**src/hw/rtl/bcm_pkg.sv**
```systemverilog
package bcm_pkg;

  localparam int unsigned LEVEL_W = 12;
  localparam int unsigned ROW_N   = 4;
  localparam int unsigned COL_N   = 4;
  localparam int unsigned DRIVE_W = 8;

  localparam logic [DRIVE_W-1:0] DRIVE_BLANK = 8'h00;
  localparam logic [COL_N-1:0]   COL_NONE    = 4'h0;

  typedef enum logic [1:0] {
    CMD_WRITE = 2'd0,
    CMD_FILL  = 2'd1,
    CMD_TICK  = 2'd2
  } cmd_e;

  typedef struct packed {
    cmd_e               cmd;
    logic [1:0]         col_x;
    logic [1:0]         row_y;
    logic [LEVEL_W-1:0] level;
  } item_t;

  typedef struct packed {
    logic               valid;
    item_t              item;
  } item_beat_t;

  typedef struct packed {
    logic [DRIVE_W-1:0] drive;
    logic               frame_end;
    logic               sync;
  } result_t;

  typedef struct packed {
    logic               valid;
    result_t            res;
  } result_beat_t;

endpackage

```
**src/hw/rtl/bcm_if.sv**
```systemverilog
interface bcm_in_if;
  import bcm_pkg::*;

  logic               valid;
  logic               ready;
  logic [1:0]         cmd;
  logic [1:0]         col_x;
  logic [1:0]         row_y;
  logic [LEVEL_W-1:0] level;

  modport source (output valid, cmd, col_x, row_y, level, input ready);
  modport sink   (input valid, cmd, col_x, row_y, level, output ready);
endinterface

interface bcm_out_if;
  import bcm_pkg::*;

  logic               valid;
  logic               ready;
  logic [DRIVE_W-1:0] drive;
  logic               frame_end;
  logic               sync;

  modport source (output valid, drive, frame_end, sync, input ready);
  modport sink   (input valid, drive, frame_end, sync, output ready);
endinterface

```
**src/hw/rtl/bcm_in_stage.sv**
```systemverilog
module bcm_in_stage (
  input  logic               clk_i,
  input  logic               rst_ni,
  bcm_in_if.sink             in_i,
  input  logic               advance_i,
  output bcm_pkg::item_beat_t beat_o
);
  import bcm_pkg::*;

  logic  valid_q, valid_d;
  item_t item_q;
  logic  accept;

  assign in_i.ready = !valid_q || advance_i;
  assign accept     = in_i.valid && in_i.ready;

  always_comb begin
    valid_d = valid_q;
    if (accept) begin
      valid_d = 1'b1;
    end else if (advance_i) begin
      valid_d = 1'b0;
    end
  end

  always_ff @(posedge clk_i or negedge rst_ni) begin
    if (!rst_ni) begin
      valid_q <= 1'b0;
    end else begin
      valid_q <= valid_d;
    end
  end

  always_ff @(posedge clk_i) begin
    if (accept) begin
      item_q <= '{cmd: cmd_e'(in_i.cmd), col_x: in_i.col_x, row_y: in_i.row_y,
                  level: in_i.level};
    end
  end

  assign beat_o = '{valid: valid_q, item: item_q};

endmodule

```
**src/hw/rtl/bcm_core.sv**
```systemverilog
module bcm_core #(
  parameter int unsigned PLANES      = 12,
  parameter int unsigned FAST_PLANES = 6
) (
  input  logic                  clk_i,
  input  logic                  rst_ni,
  input  bcm_pkg::item_beat_t   beat_i,
  input  logic                  out_free_i,
  output logic                  advance_o,
  output bcm_pkg::result_beat_t result_o
);
  import bcm_pkg::*;

  localparam int unsigned FAST_USED = (FAST_PLANES < PLANES) ? FAST_PLANES : PLANES;
  localparam bit          NO_SLOW   = (FAST_USED >= PLANES);
  localparam int unsigned PW        = $clog2(PLANES);
  localparam int unsigned DW        = PLANES;

  // One register per pixel, each holding that pixel's bit in every plane.
  logic [PLANES-1:0] pix_q [ROW_N][COL_N];

  logic [PW-1:0] plane_q, plane_d;
  logic [1:0]    row_q, row_d;
  logic [DW-1:0] dwell_q, dwell_d;
  logic          blank_q, blank_d;
  logic          sync_q, sync_d;

  logic                      tick;
  logic [PLANES+LEVEL_W-1:0] level_ext;
  logic [PLANES-1:0]         plane_bits;
  logic [COL_N-1:0]          cols;
  logic [DRIVE_W-1:0]        row_drive, drive;
  logic [DW-1:0]             need_m1;
  logic                      dwell_done, last_row, fast_plane, frame_end;

  assign advance_o = beat_i.valid && ((beat_i.item.cmd != CMD_TICK) || out_free_i);
  assign tick      = advance_o && (beat_i.item.cmd == CMD_TICK);

  // Level bits beyond the plane count drop out; planes beyond the level width read zero.
  assign level_ext  = (PLANES + LEVEL_W)'(beat_i.item.level);
  assign plane_bits = level_ext[PLANES-1:0];

  always_comb begin
    for (int c = 0; c < COL_N; c++) begin
      cols[c] = pix_q[row_q][c][plane_q];
    end
  end

  assign row_drive  = {(ROW_N)'(1) << row_q, cols};
  assign need_m1    = (DW'(1) << plane_q) - DW'(1);
  assign dwell_done = (dwell_q == need_m1);
  assign last_row   = (row_q == 2'(ROW_N - 1));
  assign fast_plane = ({1'b0, plane_q} < (PW + 1)'(FAST_USED));

  always_comb begin
    plane_d   = plane_q;
    row_d     = row_q;
    dwell_d   = dwell_q;
    blank_d   = blank_q;
    sync_d    = sync_q;
    frame_end = 1'b0;
    drive     = row_drive;
    if (fast_plane) begin
      if (blank_q) begin
        drive   = DRIVE_BLANK;
        blank_d = 1'b0;
        dwell_d = '0;
        if (last_row) begin
          row_d = '0;
          if (NO_SLOW) begin
            plane_d   = '0;
            sync_d    = ~sync_q;
            frame_end = 1'b1;
          end else begin
            plane_d = PW'(FAST_USED);
          end
        end else begin
          row_d   = row_q + 2'd1;
          plane_d = '0;
        end
      end else if (dwell_done) begin
        dwell_d = '0;
        if (({1'b0, plane_q} + (PW + 1)'(1)) >= (PW + 1)'(FAST_USED)) begin
          blank_d = 1'b1;
        end else begin
          plane_d = plane_q + PW'(1);
        end
      end else begin
        dwell_d = dwell_q + DW'(1);
      end
    end else begin
      blank_d = 1'b0;
      if (dwell_done) begin
        dwell_d = '0;
        if (last_row) begin
          row_d = '0;
          if (plane_q == PW'(PLANES - 1)) begin
            plane_d   = '0;
            sync_d    = ~sync_q;
            frame_end = 1'b1;
          end else begin
            plane_d = plane_q + PW'(1);
          end
        end else begin
          row_d = row_q + 2'd1;
        end
      end else begin
        dwell_d = dwell_q + DW'(1);
      end
    end
  end

  always_ff @(posedge clk_i or negedge rst_ni) begin
    if (!rst_ni) begin
      plane_q <= '0;
      row_q   <= '0;
      dwell_q <= '0;
      blank_q <= 1'b0;
      sync_q  <= 1'b0;
    end else if (tick) begin
      plane_q <= plane_d;
      row_q   <= row_d;
      dwell_q <= dwell_d;
      blank_q <= blank_d;
      sync_q  <= sync_d;
    end
  end

  always_ff @(posedge clk_i or negedge rst_ni) begin
    if (!rst_ni) begin
      for (int r = 0; r < ROW_N; r++) begin
        for (int c = 0; c < COL_N; c++) begin
          pix_q[r][c] <= '0;
        end
      end
    end else if (advance_o) begin
      case (beat_i.item.cmd)
        CMD_WRITE: begin
          pix_q[beat_i.item.row_y][beat_i.item.col_x] <= plane_bits;
        end
        CMD_FILL: begin
          for (int r = 0; r < ROW_N; r++) begin
            for (int c = 0; c < COL_N; c++) begin
              pix_q[r][c] <= plane_bits;
            end
          end
        end
        default: begin
        end
      endcase
    end
  end

  assign result_o = '{valid: tick,
                      res: '{drive: drive, frame_end: frame_end, sync: sync_d}};

endmodule

```
**src/hw/rtl/bcm_out_stage.sv**
```systemverilog
module bcm_out_stage (
  input  logic                  clk_i,
  input  logic                  rst_ni,
  input  bcm_pkg::result_beat_t result_i,
  output logic                  free_o,
  bcm_out_if.source             out_o
);
  import bcm_pkg::*;

  logic    valid_q, valid_d;
  result_t res_q;

  assign free_o = !valid_q || out_o.ready;

  always_comb begin
    valid_d = valid_q;
    if (result_i.valid) begin
      valid_d = 1'b1;
    end else if (out_o.ready) begin
      valid_d = 1'b0;
    end
  end

  always_ff @(posedge clk_i or negedge rst_ni) begin
    if (!rst_ni) begin
      valid_q <= 1'b0;
    end else begin
      valid_q <= valid_d;
    end
  end

  always_ff @(posedge clk_i) begin
    if (result_i.valid) begin
      res_q <= result_i.res;
    end
  end

  assign out_o.valid     = valid_q;
  assign out_o.drive     = res_q.drive;
  assign out_o.frame_end = res_q.frame_end;
  assign out_o.sync      = res_q.sync;

endmodule

```
**src/hw/rtl/bcm_led_matrix_scanner.sv**
```systemverilog
// Binary code modulation scanner for a 4x4 LED matrix.
// The input channel carries commands: write one pixel's brightness, fill every
// pixel with one brightness, or advance the scan by one tick. Only a tick gives
// a beat on the output channel: the drive byte (row one-hot in bits 7..4,
// columns in bits 3..0, all zero on a blank tick), a frame end flag and the
// frame sync bit as it stands after the tick.
// A command is registered on acceptance and executed from the input register in
// the following cycle, or later for a tick while the output register is full; a
// tick's result is then loaded into the output register. One command is accepted
// per cycle when the output side keeps up; the scan and store update never hold
// the flow by themselves.
// Reset clears the pixel store, so the display starts dark, and restarts the
// scan at the first row of plane 0 with the sync bit low.
// When the receiver stalls, the result waits in the output register and one
// more command can sit in the input register; writes and fills still flow
// past a held result, and a tick waits until the output register frees.
module bcm_led_matrix_scanner #(
  parameter int unsigned PLANES      = 12,
  parameter int unsigned FAST_PLANES = 6
) (
  input  logic      clk_i,
  input  logic      rst_ni,
  bcm_in_if.sink    in_i,
  bcm_out_if.source out_o
);
  import bcm_pkg::*;

  item_beat_t   beat;
  result_beat_t result;
  logic         advance;
  logic         out_free;

  bcm_in_stage u_in_stage (
    .clk_i     (clk_i),
    .rst_ni    (rst_ni),
    .in_i      (in_i),
    .advance_i (advance),
    .beat_o    (beat)
  );

  bcm_core #(
    .PLANES      (PLANES),
    .FAST_PLANES (FAST_PLANES)
  ) u_core (
    .clk_i      (clk_i),
    .rst_ni     (rst_ni),
    .beat_i     (beat),
    .out_free_i (out_free),
    .advance_o  (advance),
    .result_o   (result)
  );

  bcm_out_stage u_out_stage (
    .clk_i    (clk_i),
    .rst_ni   (rst_ni),
    .result_i (result),
    .free_o   (out_free),
    .out_o    (out_o)
  );

endmodule

```
**src/flat_wrapper.sv**
```systemverilog
// flat-port wrapper written by rule: the top's interface ports become plain ports
module bcm_led_matrix_scanner_flat import bcm_pkg::*;
#(
  parameter int unsigned PLANES      = 12,
  parameter int unsigned FAST_PLANES = 6
)
  (clk_i, rst_ni, in_i_valid, in_i_cmd, in_i_col_x, in_i_row_y, in_i_level, in_i_ready, out_o_valid, out_o_drive, out_o_frame_end, out_o_sync, out_o_ready);
  bcm_in_if in_i_i ();
  bcm_out_if out_o_i ();
  input  logic clk_i;
  input  logic rst_ni;
  input wire logic [$bits(in_i_i.valid)-1:0] in_i_valid;
  input wire logic [$bits(in_i_i.cmd)-1:0] in_i_cmd;
  input wire logic [$bits(in_i_i.col_x)-1:0] in_i_col_x;
  input wire logic [$bits(in_i_i.row_y)-1:0] in_i_row_y;
  input wire logic [$bits(in_i_i.level)-1:0] in_i_level;
  output wire logic [$bits(in_i_i.ready)-1:0] in_i_ready;
  output wire logic [$bits(out_o_i.valid)-1:0] out_o_valid;
  output wire logic [$bits(out_o_i.drive)-1:0] out_o_drive;
  output wire logic [$bits(out_o_i.frame_end)-1:0] out_o_frame_end;
  output wire logic [$bits(out_o_i.sync)-1:0] out_o_sync;
  input wire logic [$bits(out_o_i.ready)-1:0] out_o_ready;
  assign in_i_i.valid = in_i_valid;
  assign in_i_i.cmd = in_i_cmd;
  assign in_i_i.col_x = in_i_col_x;
  assign in_i_i.row_y = in_i_row_y;
  assign in_i_i.level = in_i_level;
  assign in_i_ready = in_i_i.ready;
  assign out_o_valid = out_o_i.valid;
  assign out_o_drive = out_o_i.drive;
  assign out_o_frame_end = out_o_i.frame_end;
  assign out_o_sync = out_o_i.sync;
  assign out_o_i.ready = out_o_ready;
  bcm_led_matrix_scanner #(.PLANES(PLANES), .FAST_PLANES(FAST_PLANES)) u_core (.clk_i(clk_i), .rst_ni(rst_ni), .in_i(in_i_i), .out_o(out_o_i));
endmodule
```
**config.mk**
```make
export PLATFORM = sky130hd
export DESIGN_NAME = bcm_led_matrix_scanner_flat
export DESIGN_NICKNAME = d
export VERILOG_FILES = /design/src/hw/rtl/bcm_pkg.sv /design/src/hw/rtl/bcm_if.sv /design/src/hw/rtl/bcm_in_stage.sv /design/src/hw/rtl/bcm_core.sv /design/src/hw/rtl/bcm_out_stage.sv /design/src/hw/rtl/bcm_led_matrix_scanner.sv /design/src/flat_wrapper.sv
export SDC_FILE = /design/constraint.sdc
export NUM_CORES = 1
export LEC_CHECK = 0
export ABC_CLOCK_PERIOD_IN_PS = 4100
export BUFFER_PORTS_ARGS = -buffer_cell sky130_fd_sc_hd__buf_2
export CORE_ASPECT_RATIO = 2
export CORE_MARGIN = 2
export CORE_UTILIZATION = 55
export DETAILED_ROUTE_END_ITERATION = 6
export MAX_ROUTING_LAYER = met4
export PLACE_DENSITY = 0.72
export SLEW_MARGIN = 25
export SYNTH_ARGS = -nofsm -noshare
export SYNTH_HDL_FRONTEND = slang
export SYNTH_SLANG_ARGS = --single-unit
```
**constraint.sdc**
```tcl
create_clock -name clk_i -period 4.1 [get_ports clk_i]
set_clock_uncertainty 0.15 [all_clocks]
set_input_delay 0.82 -clock clk_i [delete_from_list [all_inputs] [get_ports clk_i]]
set_output_delay 0.82 -clock clk_i [all_outputs]
set_load 0.005 [all_outputs]
```
Word level (Yosys, flattened, before mapping)
Cells that the tools add are included.
- add/subtract/negate cells: 5
- magnitude comparators: 8
- eq/ne operators: 8
- shift operators: 2
- mux-type cells: 47
- bitwise gates (word level): 6
- reductions and logical operators: 21
- operators by type and width (kind ; number):
    $pmux 192 s2 ; 1
    $bwmux 192 ; 1
    $mux 48 ; 3
    $bmux 48 s2 ; 1
    $demux 48 s2 ; 1
    $mux 12 ; 4
    $mux 4 ; 7
    $demux 12 s2 ; 1
    $mux 1 ; 17
    $bmux 1 s4 ; 4
    $mux 8 ; 2
    $add 12x1->12 const B ; 1
    $eq 12x12->1 ; 1
    $reduce_bool 2->1 ; 6
    $shl 1x4->12 const A ; 1
    $sub 12x2->12 const B ; 1
    $ge 3x3->1 const B ; 3
    $not 2->3 ; 3
    $mux 2 ; 4
    $lt 3x1->1 const B ; 2
    $add 4x1->5 const B ; 1
    $ge 5x3->1 const B ; 1
    $logic_and 1x1->1 ; 5
    $lt 4x5->1 const B ; 1
    other kinds (18) ; 25
- bits in registers: 242

Depth between registers and ports, before layout
Gate-level depths: netlist (run 1).
- word-level depth: 9
- gate-level depth with buffers: 15
- depth with buffers taken out: 12

Hierarchy
Synthesis (run 1) repeated with hierarchy kept, for this count alone.
- cells, all modules: 825
- area, all modules: 11710.0 um^2
- modules (own cells, without submodules) (module ; times used ; cells an instance ; area an instance (um^2) ; sequential area each (um^2)):
    bcm_core ; 1 ; 789 ; 10760.3 ; 5305.1
    bcm_in_stage ; 1 ; 23 ; 601.8 ; 565.5
    bcm_out_stage ; 1 ; 13 ; 347.8 ; 325.3

Worst setup path after synthesis (run 1)
OpenSTA, ideal clock, no wires.
- path kind: reg2reg
- start: reg u_core.u_core.plane_q[0]
- end: reg u_core.u_core.row_q[0]
- library setup time: 0.125 ns
- data arrival time: 3.468 ns
- required time: 3.825 ns
- path slack: 0.357 ns
- stages on the path, launching flop included: 14
- buffers on the path: 2
- clock period less this slack: 3.743 ns
- path through: dfrtp_1 > clkinv_1 > buf_1 > ha_1 > buf_4 > nor3b_2 > inv_1 > ha_1 > and2_1 > o31a_1 > o221a_2 > and4_4 > o21ai_2 > mux2_4
- longest elaborated chain between the ends: 5
- ends and longest elaborated chain (what ; line ; source):
    start: declaration ; bcm_core.sv:22 ; logic [PW-1:0] plane_q, plane_d;
    start signal: assignment ; bcm_core.sv:121 ; plane_q <= plane_d;
    $shl 1x4->12 ; bcm_core.sv:50 ; assign need_m1 = (DW'(1) << plane_q) - DW'(1);
    $sub 12x2->12 ; bcm_core.sv:50 ;
    $eq 12x12->1 ; bcm_core.sv:51 ; assign dwell_done = (dwell_q == need_m1);
    $reduce_bool 2->1 (no source line) ; -- ;
    $reduce_and 3->1 (no source line) ; -- ;
    end signal: assignment ; bcm_core.sv:122 ; row_q <= row_d;
    end: declaration ; bcm_core.sv:23 ; logic [1:0] row_q, row_d;
Several ways; a longest one is shown, not always the timed one.
A chain may end at the register's enable or synchronous reset.

Worst setup path in the final report (run 1)
- start: reg u_core.u_core.plane_q[1]
- end: reg u_core.u_core.plane_q[1]
- longest elaborated chain between the ends: 5
- ends and longest elaborated chain (what ; line):
    $shl 1x4->12 (tied with other cells) ; bcm_core.sv:50
    $sub 12x2->12 (tied with other cells) ; bcm_core.sv:50
    $eq 12x12->1 (tied with other cells) ; bcm_core.sv:51
    $reduce_bool 2->1 (no source line) (tied with other cells) ; --
    $reduce_and 5->1 (no source line) or $mux 4 (tied branches) ; --
Several ways; a longest one is shown, not always the timed one. The select of a mux whose other input is x is not followed.

==> results.sh, run 1 <==
export IMPL_nFillCells=1610
export IMPL_clock_latency_ps=530
export IMPL_drtAntennaViolNets=0
export IMPL_cts_buffer_depth=3
export IMPL_synth_edf_count=28
export IMPL_p_int_mw=4.74
export IMPL_antenna_cells=0
export IMPL_synth_main_ff_cell="dfrtp_1"
export IMPL_io_pins=34
export IMPL_p_seq_share_pct=51.8
export IMPL_drtIter0Drc=344
export IMPL_r2r_cells=12
export IMPL_viasPerCell=6.15
export IMPL_ys_warn_count=0
export IMPL_worst_pin_slew_ps=872
export IMPL_syn_to_final_growth_pct=10.6
export IMPL_place_inst=1070
export IMPL_cts_resized=0
export IMPL_synth_common_cells="214 x dfrtp_1, 192 x mux2_2, 60 x mux4_2"
export IMPL_synth_fp_nets=836
export IMPL_cp_required_ps=4340
export IMPL_maxSlewHeadroom_pct=41.7
export IMPL_hold_ws_ps=185
export IMPL_grt_use_total_pct=25.2
export IMPL_hold_viol=0
export IMPL_min_period_over_period_pct=90.6
export IMPL_power_density_mw_per_mm2=494
export IMPL_core_area_mm2=0.0208
export IMPL_status="completed"
export IMPL_critPathLaunch="u_core.u_core.plane_q[1]"
export IMPL_via_count=6829
export IMPL_ir_drop_v=0.000400
export IMPL_worstSetupEndpointType="register"
export IMPL_ys_ff_latch=242
export IMPL_fin_area_mm2=0.0128
export IMPL_wirelength_um=26200
export IMPL_p_clk_share_pct=32.1
export IMPL_arrival_ps=3950
export IMPL_r2r_start="u_core.u_core.plane_q[1]"
export IMPL_final_cells=1110
export IMPL_fmax_mhz=269
export IMPL_place_port_buffers=33
export IMPL_ys_seq_area_share_pct=53.6
export IMPL_place_gp_congestion=0.890
export IMPL_p_leak_nw=5.18
export IMPL_clk_pin_slew_ps=70
export IMPL_ff_latch_area_mm2=0.00620
export IMPL_start_util_pct=55.5
export IMPL_p_comb_share_pct=16.1
export IMPL_final_core_util_pct=61.3
export IMPL_path_class="reg -> reg"
export IMPL_max_cap_viol_count=0
export IMPL_dr_pass1_iters=4
export IMPL_clock_sinks=242
export IMPL_rr_endpoint="u_core.u_core.plane_q[1]"
export IMPL_first_global_vias=7491
export IMPL_rsz0062_at_grt="false"
export IMPL_yosys_top_cells_area="dfrtp_1 46%, mux2_2 19%, mux4_2 12%"
export IMPL_nets=859
export IMPL_avgSynthCellArea_um2=14.4
export IMPL_path_max_fanout=13
export IMPL_grt_pass1_wl_um=41300
export IMPL_critPathLaunchType="register"
export IMPL_die_x_um=107
export IMPL_cts_hold_buf=0
export IMPL_drive_above_1_share_pct=43.4
export IMPL_synthArstFlopShare_pct=88.4
export IMPL_numCtsBuffers=22
export IMPL_rows=75
export IMPL_wl_per_cell_um=23.6
export IMPL_post_cts_setup_buffers=0
export IMPL_tns_ps=0
export IMPL_setup_violations=0
export IMPL_synth_area_leader_cell="dfrtp_1"
export IMPL_swShare_pct=25.0
export IMPL_rrSetupSlack_ps=380
export IMPL_dpl_cell_area_mm2=0.0121
export IMPL_grt_start_max_net_pins=99
export IMPL_cts_root_buffer="clkbuf_16"
export IMPL_place_hpwl_um=18000
export IMPL_overflow=0
export IMPL_hold_path_class="in -> async"
export IMPL_netlist_area_mm2=0.0116
export IMPL_yosysUniqueCellTypes=60
export IMPL_synthCells=802
export IMPL_slew_violations=0
export IMPL_synth_top_cell_area_share_pct=46.3
export IMPL_cts_max_level=1
export IMPL_die_h_um=209
export IMPL_multi_input_area_mm2=0.00508
export IMPL_drc_errors=0
export IMPL_yosys_cell_count_top_type="dfrtp_1"
export IMPL_min_period_ps=3720
export IMPL_cts_tree="done"
export IMPL_switching_power_mw=1.58
export IMPL_grt_antenna_before_repair=0
export IMPL_dieArea_mm2=0.0223
## placed cells by master (no fill, tap or decap), types with 12 or more instances in the layout
cell type / netlist / routed
dfrtp_1: 214 / 211
mux2_2: 192 / 192
mux4_2: 60 / 60
nor2_1: 40 / 40
buf_2: 10 / 32
edfxtp_1: 28 / 28
nand2_1: 22 / 22
clkbuf_16: 0 / 22
buf_4: 1 / 21
nor3_1: 15 / 15
o21ai_0: 15 / 13
ha_1: 12 / 12
## worst max-delay path: stages (launching register included)
cell and delay [ps]:
dfrtp_2 530, inv_1 160, ha_1 440, nor3b_2 290
inv_1 70, ha_1 290, xnor2_1 230, a21oi_1 50
nand4b_1 230, nor4_4 300, nand4_1 200, a21oi_2 310
mux2_1 350
## routing by layer
metal	track usage, %	vias to the layer above	routed length [um]
met2	46.3	164	14700
met3	2.06	51	750
li1	-	3017	-
met1	27.2	3597	9600
met5	-	-	0
met4	11.5	0	1090
## stage by stage
step,total power [mW],worst slack (ps)
global placement,4.21,340
global route,6.58,110
detailed placement,4.34,261
floorplan,3.99,357
finish,6.31,384
CTS,6.37,254
## logic make-up after synthesis
logic type,Yosys count,synth area share [%]
muxes,262,31.4
DFF,242,53.6
adders and majority gates,12,1.30
xor gates and xnor gates,18,1.36
AOI/OAI and AO/OA,56,3.30
and+or+nand+nor,142,6.64
buffers and inverters,70,2.41
## worst max-delay path by stage
stage                               end  slack, ps  cells after the start
3_3_place_gp   u_core.u_core.plane_q[1]        340                     12
2_1_floorplan    u_core.u_core.row_q[0]        360                     13
5_1_grt        u_core.u_core.plane_q[0]        110                     12
4_1_cts        u_core.u_core.plane_q[1]        250                     12
3_5_place_dp   u_core.u_core.plane_q[0]        260                     12
6_report       u_core.u_core.plane_q[1]        380                     12
## final cells by class
| type | count | area share, % |
|---|---|---|
| clock buffers | 29 | 4.83 |
| repair buffers | 57 | 3.06 |
| inverters | 12 | 0.352 |
| flip-flops and latches | 242 | 48.5 |
| clock inverters | 11 | 0.813 |
| multi-input cells | 490 | 39.8 |
| well taps | 269 | 2.63 |
## registers in the layout (all words and copies together), names as in the netlist, 2 cells and up
register                        cells
u_core.u_core.pix_q               192
u_core.u_in_stage.beat_o           18
u_core.u_core.dwell_q              12
u_core.u_out_stage.out_o.drive      8
u_core.u_core.plane_q               4
u_core.u_core.row_q                 2
## power groups by stage
stage | logic, mW | registers (mW) | clock network (mW)
after floorplan | 0.830 | 3.16 | 0
after CTS | 1.03 | 3.26 | 2.07
after global routing | 1.11 | 3.33 | 2.15
after global placement | 0.966 | 3.24 | 0
final | 1.02 | 3.27 | 2.03
after detailed placement | 1.03 | 3.31 | 0
No activity file was read; power rests on OpenSTA's default activity.
==> inputs of run 2 (changes only) <==
CORE_ASPECT_RATIO = default   (was 2)
==> results.sh, run 2 (synthesis results as in run 1) <==
export IMPL_die_h_um=149
export IMPL_met1_length_um=10500
export IMPL_ir_drop_v=0.000410
export IMPL_clock_sinks=242
export IMPL_tns_ps=0
export IMPL_wl_met2_um=12800
export IMPL_wl_per_cell_um=21.8
export IMPL_overflow=0
export IMPL_maxSlewHeadroom_pct=36.4
export IMPL_die_x_um=149
export IMPL_rr_endpoint="u_core.u_core.plane_q[1]"
export IMPL_rrSetupSlack_ps=590
export IMPL_first_global_vias=7080
export IMPL_r2r_start="u_core.u_core.plane_q[0]"
export IMPL_numCtsBuffers=27
export IMPL_status="completed"
export IMPL_arrival_ps=3770
export IMPL_wirelength_um=24600
export IMPL_final_cell_mix="212 x dfrtp_1, 192 x mux2_2, 60 x mux4_2, 40 x nor2_1, 32 x buf_2"
export IMPL_min_period_over_period_pct=85.6
export IMPL_clk_pin_slew_ps=60
export IMPL_critPathLaunch="u_core.u_core.plane_q[0]"
export IMPL_viasPerCell=6.06
export IMPL_hold_ws_ps=23.3
export IMPL_hold_path_class="in -> async"
export IMPL_place_gp_congestion=0.810
export IMPL_max_cap_viol_count=0
export IMPL_hold_viol=0
export IMPL_drtAntennaViolNets=0
export IMPL_final_common_cell="dfrtp_1"
export IMPL_via_count=6823
export IMPL_path_max_fanout=12
export IMPL_largest_register_ffs=192
export IMPL_place_port_buffers=33
export IMPL_rows=53
export IMPL_cts_root_buffer="clkbuf_16"
export IMPL_antenna_cells=0
export IMPL_cts_hold_buf=0
export IMPL_grt_use_total_pct=23.5
export IMPL_cts_buffer_depth=3
export IMPL_critPathLaunchType="register"
export IMPL_cts_tree="done"
export IMPL_drc_errors=0
export IMPL_rsz0062_at_grt="false"
export IMPL_cp_required_ps=4360
export IMPL_grt_antenna_before_repair=0
export IMPL_grt_pass1_wl_um=39300
export IMPL_endpoint="u_core.u_core.plane_q[1]"
export IMPL_final_core_util_pct=62.4
export IMPL_io_pins=34
export IMPL_nFillCells=1531
export IMPL_power_density_mw_per_mm2=513
export IMPL_drtIter0Drc=328
export IMPL_drive_above_1_share_pct=43.7
export IMPL_fmax_mhz=285
export IMPL_top_register="u_core.u_core.pix_q"
export IMPL_path_class="reg -> reg"
export IMPL_cts_resized=0
export IMPL_setup_violations=0
export IMPL_p_leak_nw=5.30
export IMPL_syn_to_final_growth_pct=12.5
export IMPL_slew_violations=0
export IMPL_r2r_cells=10
export IMPL_core_area_mm2=0.0208
export IMPL_min_period_ps=3510
export IMPL_worstSetupEndpointType="register"
export IMPL_worst_pin_slew_ps=952
export IMPL_nets=867
export IMPL_post_cts_setup_buffers=0
export IMPL_wl_met3_um=902
export IMPL_start_util_pct=55.5
export IMPL_place_hpwl_um=16400
export IMPL_clock_latency_ps=540
export IMPL_dieArea_mm2=0.0222
export IMPL_grt_start_max_net_pins=115
export IMPL_cts_max_level=1
export IMPL_maxUsedRoutingLayer="met4"
export IMPL_dr_pass1_iters=4
-- run 2: where the power goes --
part | total, mW | switching [mW] | internal (mW)
Clock | 2.39 | 0.938 | 1.45
Sequential | 3.25 | 0.302 | 2.95
Combinational | 1.03 | 0.365 | 0.662
Total | 6.67 | 1.61 | 5.06
-- run 2: area by class of cell --
class / instances / area, um2 / share of cell area [%]
Clock inverter: 4 / 63.8 / 0.491
Sequential cell: 242 / 6200 / 47.7
Clock buffer: 43 / 836 / 6.43
Multi-Input combinational cell: 490 / 5090 / 39.1
Inverter: 12 / 45.0 / 0.346
Timing Repair Buffer: 60 / 422 / 3.24
Tap cell: 275 / 344 / 2.65
-- run 2: how the worst min path moves through the flow --
stage                             from                     endpoint  slack, ps
2_1_floorplan     u_core.u_core.sync_q         u_core.u_core.sync_q        310
3_3_place_gp   u_core.u_core.pix_q[44]      u_core.u_core.pix_q[44]        330
3_5_place_dp   u_core.u_core.pix_q[87]      u_core.u_core.pix_q[87]        340
4_1_cts                  in_i_level[9]  u_core.u_in_stage.beat_o[9]        280
5_1_grt                         rst_ni      u_core.u_core.pix_q[85]         20
6_report                        rst_ni     u_core.u_core.dwell_q[6]         20
-- run 2: worst max-delay path, stage by stage, from the launching register on --
cell and delay [ps]:
dfrtp_1 410, clkinv_1 240, ha_1 280, buf_4 170, nor3_1 450, o221ai_1 170
a211o_1 340, nor4_4 310, nand4_1 200, a21oi_2 300, mux2_1 350
-- run 2: metrics by stage --
| step | instance area, um2 | power [mW] | setup WS [ps] | cells |
|---|---|---|---|---|
| global placement | 12100 | 4.21 | 679 | 1078 |
| floorplan | 11600 | 3.99 | 357 | 802 |
| CTS | 13000 | 6.72 | 606 | 1125 |
| finish | 13000 | 6.67 | 591 | 1126 |
| detailed placement | 12100 | 4.32 | 616 | 1078 |
| global route | 13000 | 6.96 | 294 | 1126 |
-- run 2: per-layer routing --
metal	global-route usage [%]	vias up
met5	-	-
met4	5.00	0
met3	3.06	38
met2	40.0	134
met1	30.8	3608
li1	-	3043
